`config.mk`:
```
export PLATFORM = sky130hd
export DESIGN_NAME = move_to_front_recent_list
export DESIGN_NICKNAME = d
export VERILOG_FILES = /design/src/rtl/mtf_pkg.sv /design/src/rtl/move_to_front_recent_list.sv /design/src/rtl/mtf_cell.sv
export SDC_FILE = /design/constraint.sdc
export NUM_CORES = 1
export LEC_CHECK = 0
export ABC_AREA = 1
export BUFFER_PORTS_ARGS = -buffer_cell sky130_fd_sc_hd__buf_4
export CAP_MARGIN = 20
export CELL_PAD_IN_SITES_DETAIL_PLACEMENT = 1
export CELL_PAD_IN_SITES_GLOBAL_PLACEMENT = 1
export CORE_UTILIZATION = 35
export CTS_CLUSTER_SIZE = 14
export DETAILED_ROUTE_END_ITERATION = 16
export PLACE_DENSITY_LB_ADDON = 0.15
export SLEW_MARGIN = 20
export SYNTH_ARGS = -nofsm -noshare
export SYNTH_HDL_FRONTEND = slang
export SYNTH_SLANG_ARGS = --single-unit
```
`constraint.sdc`:
```
create_clock -name clk -period 12.9 [get_ports clk]
set_input_delay 0.645 -clock clk [delete_from_list [all_inputs] [get_ports clk]]
set_output_delay 0.645 -clock clk [all_outputs]
set_load 0.05 [all_outputs]
```
`src/rtl/mtf_pkg.sv`:
```
package mtf_pkg;

  // Field widths fixed by the item formats
  localparam int KEY_W     = 22;
  localparam int LABEL_W   = 64;
  localparam int VALUE_W   = 16;
  localparam int RANK_W    = 3;
  localparam int CNT_OUT_W = 3;

  // Operation codes
  localparam logic OP_UPDATE = 1'b0;
  localparam logic OP_DUMP   = 1'b1;

  // Input item
  typedef struct packed {
    logic               op;
    logic [KEY_W-1:0]   key;
    logic [LABEL_W-1:0] label;
    logic [VALUE_W-1:0] value;
  } in_t;

  // Result item
  typedef struct packed {
    logic [RANK_W-1:0]    rank;
    logic                 entry_valid;
    logic [KEY_W-1:0]     out_key;
    logic [LABEL_W-1:0]   out_label;
    logic [VALUE_W-1:0]   out_value;
    logic                 hit;
    logic [RANK_W-1:0]    hit_rank;
    logic [CNT_OUT_W-1:0] entry_count;
    logic                 last;
  } out_t;

  // One stored list entry
  typedef struct packed {
    logic [KEY_W-1:0]   key;
    logic [LABEL_W-1:0] label;
    logic [VALUE_W-1:0] value;
  } entry_t;

  // Per-cycle command broadcast to every cell
  typedef struct packed {
    logic upd;  // insert at front, shift down through the hit rank
    logic rot;  // rotate toward rank 0 during a dump
  } cell_ctrl_t;

endpackage

```
`src/rtl/move_to_front_recent_list.sv`:
```
// Channel   Ports                  Transfer when
// input     start, busy, in_data   start high and busy low at a rising edge
// result    out_valid, out_data    out_valid high for one cycle, always taken
//
// Update: its status appears the cycle after the transfer and a
//   new item may follow at the very next edge.
// Dump: the cell row rotates once per cycle, so a list of N entries gives N
//   results on consecutive cycles with busy high through the dump; the rotation
//   brings the list back to its original order. An empty dump gives one invalid result.
// Reset (rst_n low, synchronous) empties the list; entry storage is not cleared.
// Results cannot be stalled by the receiver.
module move_to_front_recent_list #(
  parameter int DEPTH = 5
) (
  input  logic          clk,
  input  logic          rst_n,
  input  logic          start,
  output logic          busy,
  input  mtf_pkg::in_t  in_data,
  output logic          out_valid,
  output mtf_pkg::out_t out_data
);

  localparam int IDX_W = (DEPTH > 1) ? $clog2(DEPTH) : 1;
  localparam int CNT_W = $clog2(DEPTH + 1);

  localparam logic ST_IDLE = 1'b0;
  localparam logic ST_DUMP = 1'b1;

  logic              state_r, state_nxt;
  logic [CNT_W-1:0]  count_r, count_nxt;
  logic [IDX_W-1:0]  idx_r, idx_nxt;
  logic              out_valid_r, out_valid_nxt;
  mtf_pkg::out_t     out_r, out_nxt;

  mtf_pkg::cell_ctrl_t ctrl;
  mtf_pkg::entry_t     new_entry;
  mtf_pkg::entry_t     ent      [DEPTH];
  logic [DEPTH-1:0]    occ;
  logic [DEPTH-1:0]    last_cell;
  logic [DEPTH-1:0]    match;
  logic [DEPTH-1:0]    found_in;
  logic [DEPTH-1:0]    found_out;

  logic              accept, do_upd, do_dump, hit, full, dump_last;
  logic [IDX_W-1:0]  hrank;

  assign busy      = (state_r == ST_DUMP);
  assign accept    = start && !busy;
  assign do_upd    = accept && (in_data.op == mtf_pkg::OP_UPDATE);
  assign do_dump   = accept && (in_data.op == mtf_pkg::OP_DUMP);
  assign full      = (count_r == CNT_W'(DEPTH));
  assign dump_last = ((CNT_W'(idx_r) + CNT_W'(1)) == count_r);

  assign ctrl.upd  = do_upd;
  assign ctrl.rot  = (state_r == ST_DUMP);

  assign new_entry.key   = in_data.key;
  assign new_entry.label = in_data.label;
  assign new_entry.value = in_data.value;

  // Cell row: rank 0 takes the new entry, each rank hands to the next
  genvar gi;
  generate
    for (gi = 0; gi < DEPTH; gi++) begin : g_cell
      mtf_pkg::entry_t prev_e;
      mtf_pkg::entry_t next_e;

      assign occ[gi]       = (CNT_W'(gi) < count_r);
      assign last_cell[gi] = (CNT_W'(gi + 1) == count_r);

      if (gi == 0) begin : g_head
        assign prev_e       = new_entry;
        assign found_in[gi] = 1'b0;
      end else begin : g_body
        assign prev_e       = ent[gi-1];
        assign found_in[gi] = found_out[gi-1];
      end

      if (gi == DEPTH - 1) begin : g_tail
        assign next_e = ent[gi];
      end else begin : g_mid
        assign next_e = ent[gi+1];
      end

      mtf_cell u_cell (
        .clk        (clk),
        .ctrl       (ctrl),
        .lookup_key (in_data.key),
        .occupied   (occ[gi]),
        .found_in   (found_in[gi]),
        .is_last    (last_cell[gi]),
        .prev_entry (prev_e),
        .next_entry (next_e),
        .head_entry (ent[0]),
        .entry      (ent[gi]),
        .match      (match[gi]),
        .found_out  (found_out[gi])
      );
    end
  endgenerate

  assign hit = found_out[DEPTH-1];

  // Rank of the first match; only one cell can be first
  always_comb begin
    hrank = '0;
    for (int i = 0; i < DEPTH; i++) begin
      if (match[i] && !found_in[i]) begin
        hrank = hrank | IDX_W'(i);
      end
    end
  end

  // Control and result selection
  always_comb begin
    state_nxt     = state_r;
    idx_nxt       = '0;
    count_nxt     = count_r;
    out_valid_nxt = 1'b0;
    out_nxt       = '0;

    case (state_r)
      ST_IDLE: begin
        if (do_upd) begin
          if (!hit && !full) begin
            count_nxt = count_r + CNT_W'(1);
          end
          out_valid_nxt       = 1'b1;
          out_nxt.entry_valid = 1'b1;
          out_nxt.out_key     = in_data.key;
          out_nxt.out_label   = in_data.label;
          out_nxt.out_value   = in_data.value;
          out_nxt.hit         = hit;
          out_nxt.hit_rank    = mtf_pkg::RANK_W'(hrank);
          out_nxt.entry_count = mtf_pkg::CNT_OUT_W'(count_nxt);
          out_nxt.last        = 1'b1;
        end else if (do_dump) begin
          if (count_r == '0) begin
            // empty list: a single invalid result
            out_valid_nxt = 1'b1;
            out_nxt.last  = 1'b1;
          end else begin
            state_nxt = ST_DUMP;
          end
        end
      end
      ST_DUMP: begin
        out_valid_nxt       = 1'b1;
        out_nxt.rank        = mtf_pkg::RANK_W'(idx_r);
        out_nxt.entry_valid = 1'b1;
        out_nxt.out_key     = ent[0].key;
        out_nxt.out_label   = ent[0].label;
        out_nxt.out_value   = ent[0].value;
        out_nxt.entry_count = mtf_pkg::CNT_OUT_W'(count_r);
        out_nxt.last        = dump_last;
        if (dump_last) begin
          state_nxt = ST_IDLE;
        end else begin
          idx_nxt = idx_r + IDX_W'(1);
        end
      end
      default: begin
        state_nxt = ST_IDLE;
      end
    endcase
  end

  // Control registers
  always_ff @(posedge clk) begin
    if (!rst_n) begin
      state_r     <= ST_IDLE;
      count_r     <= '0;
      idx_r       <= '0;
      out_valid_r <= 1'b0;
    end else begin
      state_r     <= state_nxt;
      count_r     <= count_nxt;
      idx_r       <= idx_nxt;
      out_valid_r <= out_valid_nxt;
    end
  end

  // Result payload register
  always_ff @(posedge clk) begin
    out_r <= out_nxt;
  end

  assign out_valid = out_valid_r;
  assign out_data  = out_r;

endmodule

```
`src/rtl/mtf_cell.sv`:
```
module mtf_cell (
  input  logic                            clk,
  input  mtf_pkg::cell_ctrl_t             ctrl,
  input  logic [mtf_pkg::KEY_W-1:0]       lookup_key,
  input  logic                            occupied,
  input  logic                            found_in,
  input  logic                            is_last,
  input  mtf_pkg::entry_t                 prev_entry,
  input  mtf_pkg::entry_t                 next_entry,
  input  mtf_pkg::entry_t                 head_entry,
  output mtf_pkg::entry_t                 entry,
  output logic                            match,
  output logic                            found_out
);

  mtf_pkg::entry_t entry_r;
  mtf_pkg::entry_t entry_nxt;

  // Key compare, only on held ranks
  assign match     = occupied && (entry_r.key == lookup_key);
  assign found_out = found_in || match;
  assign entry     = entry_r;

  // Update: take the neighbor above until the hit rank is passed.
  // Dump: rotate up, the head wraps around to the last held rank.
  always_comb begin
    entry_nxt = entry_r;
    if (ctrl.upd && !found_in) begin
      entry_nxt = prev_entry;
    end else if (ctrl.rot) begin
      entry_nxt = is_last ? head_entry : next_entry;
    end
  end

  always_ff @(posedge clk) begin
    entry_r <= entry_nxt;
  end

endmodule
```
Word level (Yosys, flattened, before mapping)
Cells that the tools add are included.
{ "totals": {"register_bits": 632, "word_cells": 124, "in_bits": 106} }
{ "op_classes": {"magnitude_cmp": 5, "add_sub_neg": 2, "bitwise_logic": 4, "mux": 32, "n_eq_ne": 13, "n_reduce_logical": 40} }
{ "ops": {"columns": ["operator", "n"], "rows": [
  ["102-bit two-way mux", 15],
  ["103-bit case mux with 2 select lines", 1],
  ["22-bit equality test", 5],
  ["110-bit two-way mux", 1],
  ["1-bit logical AND", 17],
  ["2-bit nonzero test", 6],
  ["1-bit two-way mux", 8],
  ["4-bit case mux with 2 select lines", 1],
  ["1-bit logical NOT", 7],
  ["3-bit by 1-bit adder with 3-bit output (second input constant)", 2],
  ["2-bit by 3-bit equality test with 1-bit output (first input constant)", 2],
  ["3-bit equality test (first input constant)", 2],
  ["1-bit by 3-bit < comparator with 1-bit output (first input constant)", 2],
  ["2-bit by 3-bit < comparator with 1-bit output (first input constant)", 2],
  ["3-bit two-way mux", 2],
  ["2-bit AND reduction", 3],
  ["1-bit logical OR", 4],
  ["2-bit two-way mux", 2],
  ["1-bit inverter", 4],
  ["1-bit case mux with 2 select lines", 2],
  ["1-bit by 3-bit equality test with 1-bit output (first input constant)", 1],
  ["3-bit equality test", 1],
  ["3-bit equality test (second input constant)", 1],
  ["3-bit logical NOT", 1],
  ["other kinds (4)", 4]
]} }

Longest topological paths before layout
Gate-level depths: netlist of run 1.
{ "depth": {"ltp_word": 11, "depth_mapped": 16, "ltp_nobuf": 14} }

Modules after synthesis
From an unflattened synthesis of run 1, not the netlist that was laid out.
{ "hier_totals": {"hier_cells": 3750, "hier_area_um2": 31920.6} }
{ "by_module_without_submodules": {"columns": ["mod", "instances", "area_per_inst_um2", "seq_area_each_um2", "cells_each"], "rows": [
  ["mtf_cell", 5, 5577.8, 3062.9, 680],
  ["move_to_front_recent_list", 1, 4031.4, 2442.3, 350]
]} }

Worst setup path after synthesis of run 1
No wires, ideal clock.
{ "synth_path": {"path_type": "flip-flop to flip-flop", "startpoint": "register state_r, in the netlist busy", "endpoint": "register g_cell[4].u_cell.entry_r (netlist bit g_cell[4].u_cell.entry[0]) (enable)", "required_time_ns": 12.196, "path_slack_ns": 3.994, "stages_incl_launch_ff": 4, "arrival_ns": 8.202, "cell_sequence": "dfxtp_1 inv_1 clkbuf_1 o21ai_0"} }
{ "synth_between": {"elab_chain_len": 6, "word_cells_on_any_way": 7} }
{ "synth_lines": {"columns": ["element", "line_no", "rtl"], "rows": [
  ["from (decl)", "move_to_front_recent_list.sv:30", "logic state_r, state_nxt;"],
  ["from (signal assigned)", "move_to_front_recent_list.sv:177", "state_r <= state_nxt;"],
  ["1-bit logical NOT", "move_to_front_recent_list.sv:49", "assign accept = start && !busy;"],
  ["1-bit logical AND", "move_to_front_recent_list.sv:49", null],
  ["1-bit logical AND", "move_to_front_recent_list.sv:50", "assign do_upd = accept && (in_data.op == mtf_pkg::OP_UPDATE);"],
  ["1-bit logical AND", "mtf_cell.sv:28", "if (ctrl.upd && !found_in) begin"],
  ["2-bit nonzero test (no line)", null, null],
  ["2-bit AND reduction (no line) (*)", null, null],
  ["to (signal assigned)", "mtf_cell.sv:36", "entry_r <= entry_nxt;"],
  ["to (decl)", "mtf_cell.sv:16", "mtf_pkg::entry_t entry_r;"]
]} }
Every way passes the cells marked *; elsewhere a longest branch is shown, timed or not.
A chain may end at the register's enable or synchronous reset.

Final worst setup path of run 1
{ "layout_path": {"startpoint": "register count_r[2]", "endpoint": "register g_cell[4].u_cell.entry_r (netlist bit g_cell[4].u_cell.entry[85]) (enable)"} }
{ "layout_between": {"elab_chain_len": 9, "word_cells_on_any_way": 17} }
{ "layout_lines": {"columns": ["element", "line_no", "rtl"], "rows": [
  ["from (decl)", "move_to_front_recent_list.sv:31", "logic [CNT_W-1:0] count_r, count_nxt;"],
  ["from (signal assigned)", "move_to_front_recent_list.sv:178", "count_r <= count_nxt;"],
  ["1-bit by 3-bit < comparator with 1-bit output", "move_to_front_recent_list.sv:69", "assign occ[gi] = (CNT_W'(gi) < count_r);"],
  ["1-bit logical AND", "mtf_cell.sv:20", "assign match = occupied && (entry_r.key == lookup_key);"],
  ["1-bit logical OR (3 in series)", "mtf_cell.sv:21", "assign found_out = found_in || match;"],
  ["1-bit logical NOT", "mtf_cell.sv:28", null],
  ["1-bit logical AND", "mtf_cell.sv:28", null],
  ["2-bit nonzero test (no line)", null, null],
  ["2-bit AND reduction (no line) (*)", null, null]
]} }
Marked as above.

==> results.sh, run 1 <==
export IMPL_finClkSkew_ns=0.02056
export IMPL_hpwlAfterDp_um=54920
export IMPL_min_path_type="in2reg"
export IMPL_crit_start="count_r[2]"
export IMPL_yosysSeqAreaShare_pct=61.25
export IMPL_final_hold_viol_count=0
export IMPL_syn_inst=3131
export IMPL_tightest_slew_ns=1.146
export IMPL_synth_edf_count=510
export IMPL_outcome="completed"
export IMPL_synth_distinct_cells=31
export IMPL_post_cts_resize_count=0
export IMPL_hold_slack_ns=0.2625
export IMPL_r2r_slack_ns=7.85
export IMPL_slew_limit_headroom_pct=23.57
export IMPL_holdBufCountCts=0
export IMPL_cap_violations=0
export IMPL_worstRegToRegCells=15
export IMPL_die_area_sq_um=83980
export IMPL_path_max_fanout=73
export IMPL_synth_top_family_by_area="compound AO/OA/AOI/OAI gates"
export IMPL_hold_path_end="out_data[41]"
export IMPL_swShare_pct=26.85
export IMPL_via_count=22546
export IMPL_cts_inserted_buffers=72
export IMPL_die_h_um=289.8
export IMPL_busiest_layer="met2"
export IMPL_grt_antenna_before_repair=3
export IMPL_rsz0062_at_grt="no"
export IMPL_p_leak_nw=14.16
export IMPL_wl_um=92470
export IMPL_cp_arrival_ns=5.28
export IMPL_p_clk_share_pct=40.0
export IMPL_met3_usage_pct=2.896
export IMPL_fp_row_count=105
export IMPL_synthAdderAreaFrac_pct=0.2158
export IMPL_first_global_vias=23520
export IMPL_synthMuxAreaShare_pct=0
export IMPL_place_congestion=0.8567
export IMPL_post_cts_buffers=0
export IMPL_path_cells="inv_1 -> nand2_1 -> nor2_1 -> nor2_1 -> nand2_1 -> nor2_1 -> nand3_2 -> nand2_4 -> inv_2 -> nand2_8 -> nor2_4 -> inv_1 -> o21ai_4 -> buf_4 -> buf_4"
export IMPL_worstSetupPathType="reg2reg"
export IMPL_grt_use_met2_pct=36.11
export IMPL_clk_latency_ns=0.61
export IMPL_synth_compound_area_share_pct=15.30
export IMPL_overflow=0
export IMPL_period_share_pct=39.14
export IMPL_timing_rr_end="g_cell[4].u_cell.entry[85]"
export IMPL_drive_gt1_share_pct=13.17
export IMPL_min_from="in_data[33]"
export IMPL_cpMostUsedCell="nor2_1"
export IMPL_worst_endpoint_required_ns=13.14
export IMPL_htreeDepth=3
export IMPL_port_buffers=221
export IMPL_wl_per_cell_um=21.07
export IMPL_fmax_ghz=0.1981
export IMPL_r2r_start="count_r[2]"
export IMPL_area_growth_syn_to_layout_pct=16.02
export IMPL_die_x_um=289.8
export IMPL_grt_pass1_wl_um=141200
export IMPL_worstSetupStartpointType="flip-flop"
export IMPL_grt_use_total_pct=21.99
export IMPL_ys_async_sr_fraction_pct=0
export IMPL_finalSetupTns_ns=0
export IMPL_p_sw_mw=1.376
export IMPL_comb_power_share_pct=12.0
export IMPL_synth_fp_nets=3242
export IMPL_initial_utilization_pct=35.36
export IMPL_antenna_cells=0
export IMPL_clock_tree_buffer_depth=3
export IMPL_avgViaCountPerCell=5.137
export IMPL_ys_warnings_count=0
export IMPL_post_route_min_period_ns=5.049
export IMPL_layout_nets=3372
export IMPL_synth_xor_area_share_pct=0.9668
export IMPL_final_cell_mix="960 x nand2_1, 647 x o21ai_0, 510 x edfxtp_1"
export IMPL_ys_ff_latch=632
export IMPL_drt_pass1_iter_count=5
export IMPL_met1_usage_pct=30.37
export IMPL_first_iter_violations=1228
export IMPL_seqPwrFrac_pct=48.0
export IMPL_slowest_stage="nor2_4"
export IMPL_num_fill_cells=9393
export IMPL_ios=222
export IMPL_core_area_sq_um=81980
export IMPL_synth_cell_area_sq_um=28990
export IMPL_cts_sinks=632
export IMPL_p_int_mw=3.749
export IMPL_synth_simple_area_share_pct=14.15
export IMPL_ir_worst_vdd_uv=81.39
export IMPL_finalSetupViolations=0
export IMPL_final_common_cell="nand2_1"
export IMPL_cts_tree="done"
export IMPL_end_kind="flip-flop"
export IMPL_max_stage_delay_ns=0.73
export IMPL_drv_slew=0
export IMPL_synth_main_ff_cell="edfxtp_1"
export IMPL_path_clk_slew_ns=0.06
export IMPL_syn_mean_instance_area_sq_um=9.259
export IMPL_power_density_nw_per_um2=152.4
export IMPL_worstHoldPathCells=3
export IMPL_drcViolationCount=0
export IMPL_postRouteAntennaNets=0
export IMPL_grt_start_max_net_pins=181
export IMPL_root_buffer="clkbuf_16"
==> layer usage <==
metal	vias to the layer above	share of wire, %
li1	10623	-
met1	11316	47
met2	485	47
met3	118	4.2
met4	4	2.2
met5	-	0.029
==> cells in the mapped netlist, types with 7 or more instances <==
cell type,instances,share of area (%)
a21oi_1,7,0.12
buf_2,50,0.86
buf_4,25,0.65
buf_6,16,0.62
clkbuf_1,89,1.2
dfxtp_1,122,8.4
edfxtp_1,510,53
inv_1,355,4.6
inv_2,13,0.17
nand2_1,964,12
nand3_1,15,0.26
nand4_1,7,0.15
nor2_1,72,0.93
o211ai_1,15,0.39
o21ai_0,648,11
o21ai_1,117,2.0
o21ai_2,50,1.5
xnor2_1,17,0.51
xor2_1,15,0.45
==> flip-flops by register name (all words and copies together) (netlist names) <==
signal / count
busy: 1
count_r: 3
g_cell.u_cell.entry: 510
idx_r: 3
out_data: 114
out_valid: 1
==> kinds of logic after synthesis <==
group / count (synthesis)
buffers and inverters: 552
DFF: 632
adders and majority gates: 5
and+or+nand+nor: 1070
AOI/OAI and AO/OA: 840
xor gates and xnor gates: 32
==> power groups by stage <==
stage               Clock [mW]  Sequential (mW)  Combinational, mW
global placement             0             2.50              0.601
CTS                       2.10             2.46              0.619
floorplan                    0             2.56              0.325
detailed placement           0             2.50              0.616
finish                    2.05             2.46              0.613
global route              2.18             2.47              0.678
==> metrics by stage <==
| stage | power [mW] | cells | setup WS (ns) | utilization [%] | cell area, sq um |
|---|---|---|---|---|---|
| floorplan | 2.888 | 3131 | 3.994 | - | 28990 |
| global placement | 3.097 | 4257 | 7.666 | 38.18 | 31300 |
| detailed placement | 3.118 | 4257 | 7.635 | 38.18 | 31300 |
| CTS | 5.184 | 4389 | 7.760 | 41.03 | 33630 |
| global route | 5.331 | 4389 | 7.577 | 41.03 | 33630 |
| finish | 5.124 | 4389 | 7.851 | 41.03 | 33630 |
==> worst max path at each step <==
stage / end / slack (ns) / depth (start not counted)
after floorplan: g_cell[4].u_cell.entry[0] / 3.99 / 3
after global placement: g_cell[4].u_cell.entry[85] / 7.67 / 10
after detailed placement: g_cell[4].u_cell.entry[11] / 7.63 / 14
after CTS: g_cell[4].u_cell.entry[20] / 7.76 / 15
after global routing: g_cell[4].u_cell.entry[2] / 7.58 / 15
final: g_cell[4].u_cell.entry[85] / 7.85 / 15
==> layout make-up <==
type	count	area (sq um)	share of cell area, %
clock inverter	34	272.8	0.8110
inverter	368	1384	4.114
clock buffer	98	2063	6.134
tap	1070	1339	3.980
sequential	632	17760	52.80
timing repair buffer	240	1839	5.469
multi-input combinational	1947	8979	26.70
==> worst max-delay path, delay by kind of cell (launching register included) <==
family,cells,cell delay [ns]
and+or+nand+nor,9,1.71
buffers and inverters,5,2.04
DFF,1,0.44
AOI/OAI and AO/OA,1,0.39
Note: power is estimated with default switching activity, not from simulation.
==> run 2, diff against run 1 <==
Clock period 12.9 ns to 4.7 ns, I/O delays scaled along.
==> results.sh, run 2 (synthesis gave the netlist of run 1 again) <==
export IMPL_post_cts_buffers=0
export IMPL_layout_nets=3478
export IMPL_power_density_nw_per_um2=406.9
export IMPL_stdcell_area_sq_um=34810
export IMPL_avgViaCountPerCell=5.047
export IMPL_grt_pass1_wl_um=141100
export IMPL_holdBufCountCts=93
export IMPL_p_clk_share_pct=40.0
export IMPL_place_congestion=0.8279
export IMPL_hold_path_end="out_data[74]"
export IMPL_overflow=0
export IMPL_wl_um=91510
export IMPL_comb_power_share_pct=12.4
export IMPL_die_h_um=289.8
export IMPL_cap_violations=0
export IMPL_tightest_slew_ns=1.039
export IMPL_grt_start_max_net_pins=205
export IMPL_path_max_fanout=106
export IMPL_post_route_min_period_ns=3.558
export IMPL_finClkSkew_ns=0.01673
export IMPL_die_x_um=289.8
export IMPL_regArea_sq_um=17760
export IMPL_hpwlAfterDp_um=55330
export IMPL_wl_per_cell_um=20.33
export IMPL_period_share_pct=75.70
export IMPL_via_count=22717
export IMPL_timing_rr_end="g_cell[4].u_cell.entry[18]"
export IMPL_final_hold_viol_count=0
export IMPL_slowest_stage="buf_12"
export IMPL_cts_tree="done"
export IMPL_largest_reg_flops=510
export IMPL_fp_row_count=105
export IMPL_p_sw_mw=3.791
export IMPL_pre_cts_slack_ns=1.155
export IMPL_first_iter_violations=1337
export IMPL_initial_utilization_pct=35.36
export IMPL_cts_inserted_buffers=75
export IMPL_outcome="completed"
export IMPL_dp_cells=4267
export IMPL_stdcell_count=4501
export IMPL_slew_limit_headroom_pct=30.47
export IMPL_clock_tree_buffer_depth=3
export IMPL_worstHoldPathCells=3
export IMPL_swShare_pct=26.76
export IMPL_final_cell_mix="960 x nand2_1, 647 x o21ai_0, 510 x edfxtp_1"
export IMPL_port_buffers=221
export IMPL_drv_slew=0
export IMPL_min_from="in_data[66]"
export IMPL_max_stage_delay_ns=0.52
export IMPL_die_area_sq_um=83980
export IMPL_cts_sinks=632
export IMPL_post_cts_resize_count=0
export IMPL_cpMostUsedCell="nor2_1"
export IMPL_multi_input_area_sq_um=8979
export IMPL_worstRegToRegCells=14
export IMPL_p_leak_nw=14.63
export IMPL_worstPathBufferInverterCount=4
export IMPL_worstSetupPathType="reg2reg"
export IMPL_r2r_slack_ns=1.14
export IMPL_grt_use_total_pct=21.82
export IMPL_fmax_ghz=0.2811
export IMPL_rsz0062_at_grt="no"
export IMPL_path_cells="inv_1 -> nand2_1 -> nor2_1 -> nor2_1 -> nand2_1 -> nor2_1 -> nand3_2 -> nand2_4 -> inv_2 -> nand2_8 -> nor2_4 -> buf_12 -> buf_12 -> o21ai_1"
export IMPL_core_area_sq_um=81980
export IMPL_min_path_type="in2reg"
export IMPL_critical_path_top_delay_family="buffers and inverters"
export IMPL_finalSetupTns_ns=0
export IMPL_drive_gt1_share_pct=12.74
export IMPL_clk_latency_ns=0.62
export IMPL_r2r_start="count_r[2]"
export IMPL_seqPwrFrac_pct=47.6
export IMPL_num_fill_cells=9333
export IMPL_root_buffer="clkbuf_16"
export IMPL_drcViolationCount=0
export IMPL_end_kind="flip-flop"
export IMPL_hold_slack_ns=0.02934
export IMPL_fin_ws_ns=1.142
export IMPL_drt_pass1_iter_count=5
export IMPL_area_growth_syn_to_layout_pct=20.08
export IMPL_place_area_sq_um=31510
export IMPL_ios=222
export IMPL_p_int_mw=10.37
export IMPL_finalSetupViolations=0
export IMPL_grt_antenna_before_repair=1
export IMPL_postRouteAntennaNets=0
export IMPL_path_clk_slew_ns=0.06
export IMPL_worst_endpoint_required_ns=5.04
export IMPL_cp_arrival_ns=3.90
export IMPL_htreeDepth=3
export IMPL_ir_worst_vdd_uv=226.9
export IMPL_worstSetupStartpointType="flip-flop"
export IMPL_first_global_vias=23979
export IMPL_final_common_cell="nand2_1"
==> run 2: cell type report <==
cell class	instances	share of cell area, %
Timing Repair Buffer	343	8.569
Tap cell	1070	3.846
Antenna cell	1	0.007189
Sequential cell	632	51.01
Multi-Input combinational cell	1947	25.79
Inverter	368	3.975
Clock buffer	119	6.423
Clock inverter	21	0.3738
==> run 2: through the flow <==
| step | power [mW] | utilization (%) |
|---|---|---|
| after global routing | 14.77 | 42.46 |
| after global placement | 8.503 | 38.44 |
| after CTS | 14.34 | 42.46 |
| after floorplan | 7.917 | - |
| final | 14.16 | 42.46 |
| after detailed placement | 8.568 | 38.44 |
==> run 2: power groups by stage <==
stage,logic (mW),clock network (mW),registers [mW]
CTS,1.79,5.82,6.74
finish,1.76,5.66,6.74
detailed placement,1.72,0,6.85
global placement,1.67,0,6.83
global route,1.95,6.04,6.78
floorplan,0.893,0,7.02
==> run 2: per-layer routing <==
metal,wire (um),GRT usage [%],vias to the layer above
li1,-,-,10854
met1,41730,29.32,11290
met2,44650,37.32,459
met3,3495,2.606,114
met4,1620,5.419,0
met5,0,0,-
==> run 2: how the worst max path moves through the flow <==
stage / from / end / slack [ns] / cells past startpoint
CTS: count_r[2] / g_cell[4].u_cell.entry[22] / 1.14 / 14
global route: count_r[2] / g_cell[4].u_cell.entry[18] / 0.87 / 13
detailed placement: count_r[2] / g_cell[4].u_cell.entry[22] / 1.16 / 14
floorplan: busy / g_cell[4].u_cell.entry[0] / 0.51 / 3
finish: count_r[2] / g_cell[4].u_cell.entry[18] / 1.14 / 14
global placement: count_r[2] / g_cell[4].u_cell.entry[14] / 1.24 / 14
==> run 2: tightest hold or removal path, delay by kind of cell <==
family                 cells  cell delay [ns]
AND/OR/NAND/NOR            1             0.11
AO/OA/AOI/OAI              1             0.16
buffers and inverters      1             0.08
==> run 3, diff against run 2 <==
Clock period 4.7 ns to 3.48 ns, I/O delays scaled along.
==> results.sh, run 3 (synthesis gave the netlist of run 1 again) <==
export IMPL_seqPwrFrac_pct=47.2
export IMPL_finClkSkew_ns=0.01845
export IMPL_grt_antenna_before_repair=5
export IMPL_cts_tree="done"
export IMPL_area_growth_syn_to_layout_pct=21.42
export IMPL_timing_rr_end="g_cell[2].u_cell.entry[52]"
export IMPL_tightest_slew_ns=0.7167
export IMPL_fin_ws_ns=0.5158
export IMPL_largest_reg_flops=510
export IMPL_stdcell_count=4523
export IMPL_fp_row_count=105
export IMPL_first_iter_violations=1621
export IMPL_power_total_mw=19.27
export IMPL_num_fill_cells=9397
export IMPL_path_max_fanout=66
export IMPL_min_path_type="in2reg"
export IMPL_hpwlAfterDp_um=56080
export IMPL_die_h_um=289.8
export IMPL_p_leak_nw=14.83
export IMPL_final_cell_mix="960 x nand2_1, 647 x o21ai_0, 510 x edfxtp_1"
export IMPL_die_area_sq_um=83980
export IMPL_place_area_sq_um=31750
export IMPL_htreeDepth=3
export IMPL_grt_use_total_pct=21.83
export IMPL_finalSetupViolations=0
export IMPL_worstHoldPathCells=3
export IMPL_post_cts_resize_count=0
export IMPL_hold_path_end="g_cell[0].u_cell.entry[34]"
export IMPL_overflow=0
export IMPL_swShare_pct=26.75
export IMPL_min_from="in_data[34]"
export IMPL_fmax_ghz=0.3374
export IMPL_layout_nets=3501
export IMPL_final_common_cell="nand2_1"
export IMPL_p_int_mw=14.12
export IMPL_avgViaCountPerCell=5.019
export IMPL_clock_tree_buffer_depth=3
export IMPL_antenna_cells=0
export IMPL_drive_gt1_share_pct=13.35
export IMPL_post_route_min_period_ns=2.964
export IMPL_place_congestion=0.8466
export IMPL_root_buffer="clkbuf_16"
export IMPL_rsz0062_at_grt="no"
export IMPL_drv_slew=0
export IMPL_end_kind="flip-flop"
export IMPL_clk_latency_ns=0.62
export IMPL_top_layer="met5"
export IMPL_first_global_vias=23586
export IMPL_via_count=22703
export IMPL_drcViolationCount=0
export IMPL_final_hold_viol_count=0
export IMPL_grt_start_max_net_pins=113
export IMPL_finalSetupTns_ns=0
export IMPL_wl_per_cell_um=20.20
export IMPL_initial_utilization_pct=35.36
export IMPL_worstSetupStartpointType="flip-flop"
export IMPL_slew_limit_headroom_pct=51.71
export IMPL_postRouteAntennaNets=0
export IMPL_worst_endpoint_required_ns=3.81
export IMPL_comb_power_share_pct=12.6
export IMPL_dp_cells=4280
export IMPL_met1_length_um=42280
export IMPL_final_util_pct=42.94
export IMPL_regArea_sq_um=17760
export IMPL_period_share_pct=85.18
export IMPL_r2r_slack_ns=0.52
export IMPL_p_sw_mw=5.155
export IMPL_grt_pass1_wl_um=140500
export IMPL_outcome="completed"
export IMPL_worstRegToRegCells=10
export IMPL_hold_slack_ns=0.04004
export IMPL_multi_input_area_sq_um=8979
export IMPL_crit_start="count_r[2]"
export IMPL_wl_met2_um=42730
export IMPL_cts_sinks=632
export IMPL_power_density_nw_per_um2=547.6
export IMPL_stdcell_area_sq_um=35200
export IMPL_die_x_um=289.8
export IMPL_wl_um=91350
export IMPL_ios=222
export IMPL_drt_pass1_iter_count=5
export IMPL_worstSetupPathType="reg2reg"
export IMPL_port_buffers=221
export IMPL_r2r_start="count_r[2]"
export IMPL_pre_cts_slack_ns=0.5606
export IMPL_p_clk_share_pct=40.2
export IMPL_core_area_sq_um=81980
export IMPL_cts_inserted_buffers=75
export IMPL_wl_met3_um=4079
export IMPL_path_clk_slew_ns=0.06
export IMPL_cp_arrival_ns=3.29
export IMPL_ir_worst_vdd_uv=311.4
export IMPL_cap_violations=0
[run 3: worst max-delay path by stage]
stage	to	slack [ns]
finish	g_cell[2].u_cell.entry[52]	0.52
global route	g_cell[2].u_cell.entry[41]	0.25
CTS	g_cell[2].u_cell.entry[49]	0.54
detailed placement	g_cell[2].u_cell.entry[49]	0.56
global placement	g_cell[2].u_cell.entry[36]	0.65
floorplan	g_cell[4].u_cell.entry[0]	0.29
[run 3: metal layers]
metal	vias up	global-route usage (%)
li1	10892	-
met1	11185	30.02
met2	486	35.67
met3	134	2.912
met4	6	6.806
met5	-	0
[run 3: critical path: stages (launching register included)]
cell and delay, ns:
dfxtp_1 0.58, inv_1 0.24, nand2_1 0.18, nand2_1 0.07, nor2_1 0.11, nand2_1 0.07, nor2_1 0.09, nand3_1 0.30
nand2_8 0.22, buf_4 0.56, o21ai_0 0.20
[run 3: layout make-up]
class	count	area share, %
sequential	632	50.45
multi-input combinational	1947	25.51
timing repair buffer	366	9.427
clock buffer	112	6.395
inverter	368	3.932
tap	1070	3.804
clock inverter	28	0.4835
[run 3: power by group through the flow]
stage	registers [mW]	clock network, mW	logic [mW]
floorplan	9.47	0	1.21
global placement	9.23	0	2.28
detailed placement	9.25	0	2.34
CTS	9.10	7.98	2.45
global route	9.15	8.27	2.68
finish	9.09	7.75	2.42
[run 3: what timing repair did]
action | CTS | global route
hold endpoints to repair | 201 | 0
endpoints found under the setup margin | 0 | 0
setup buffers | 0 | 0
hold buffers | 103 | 0
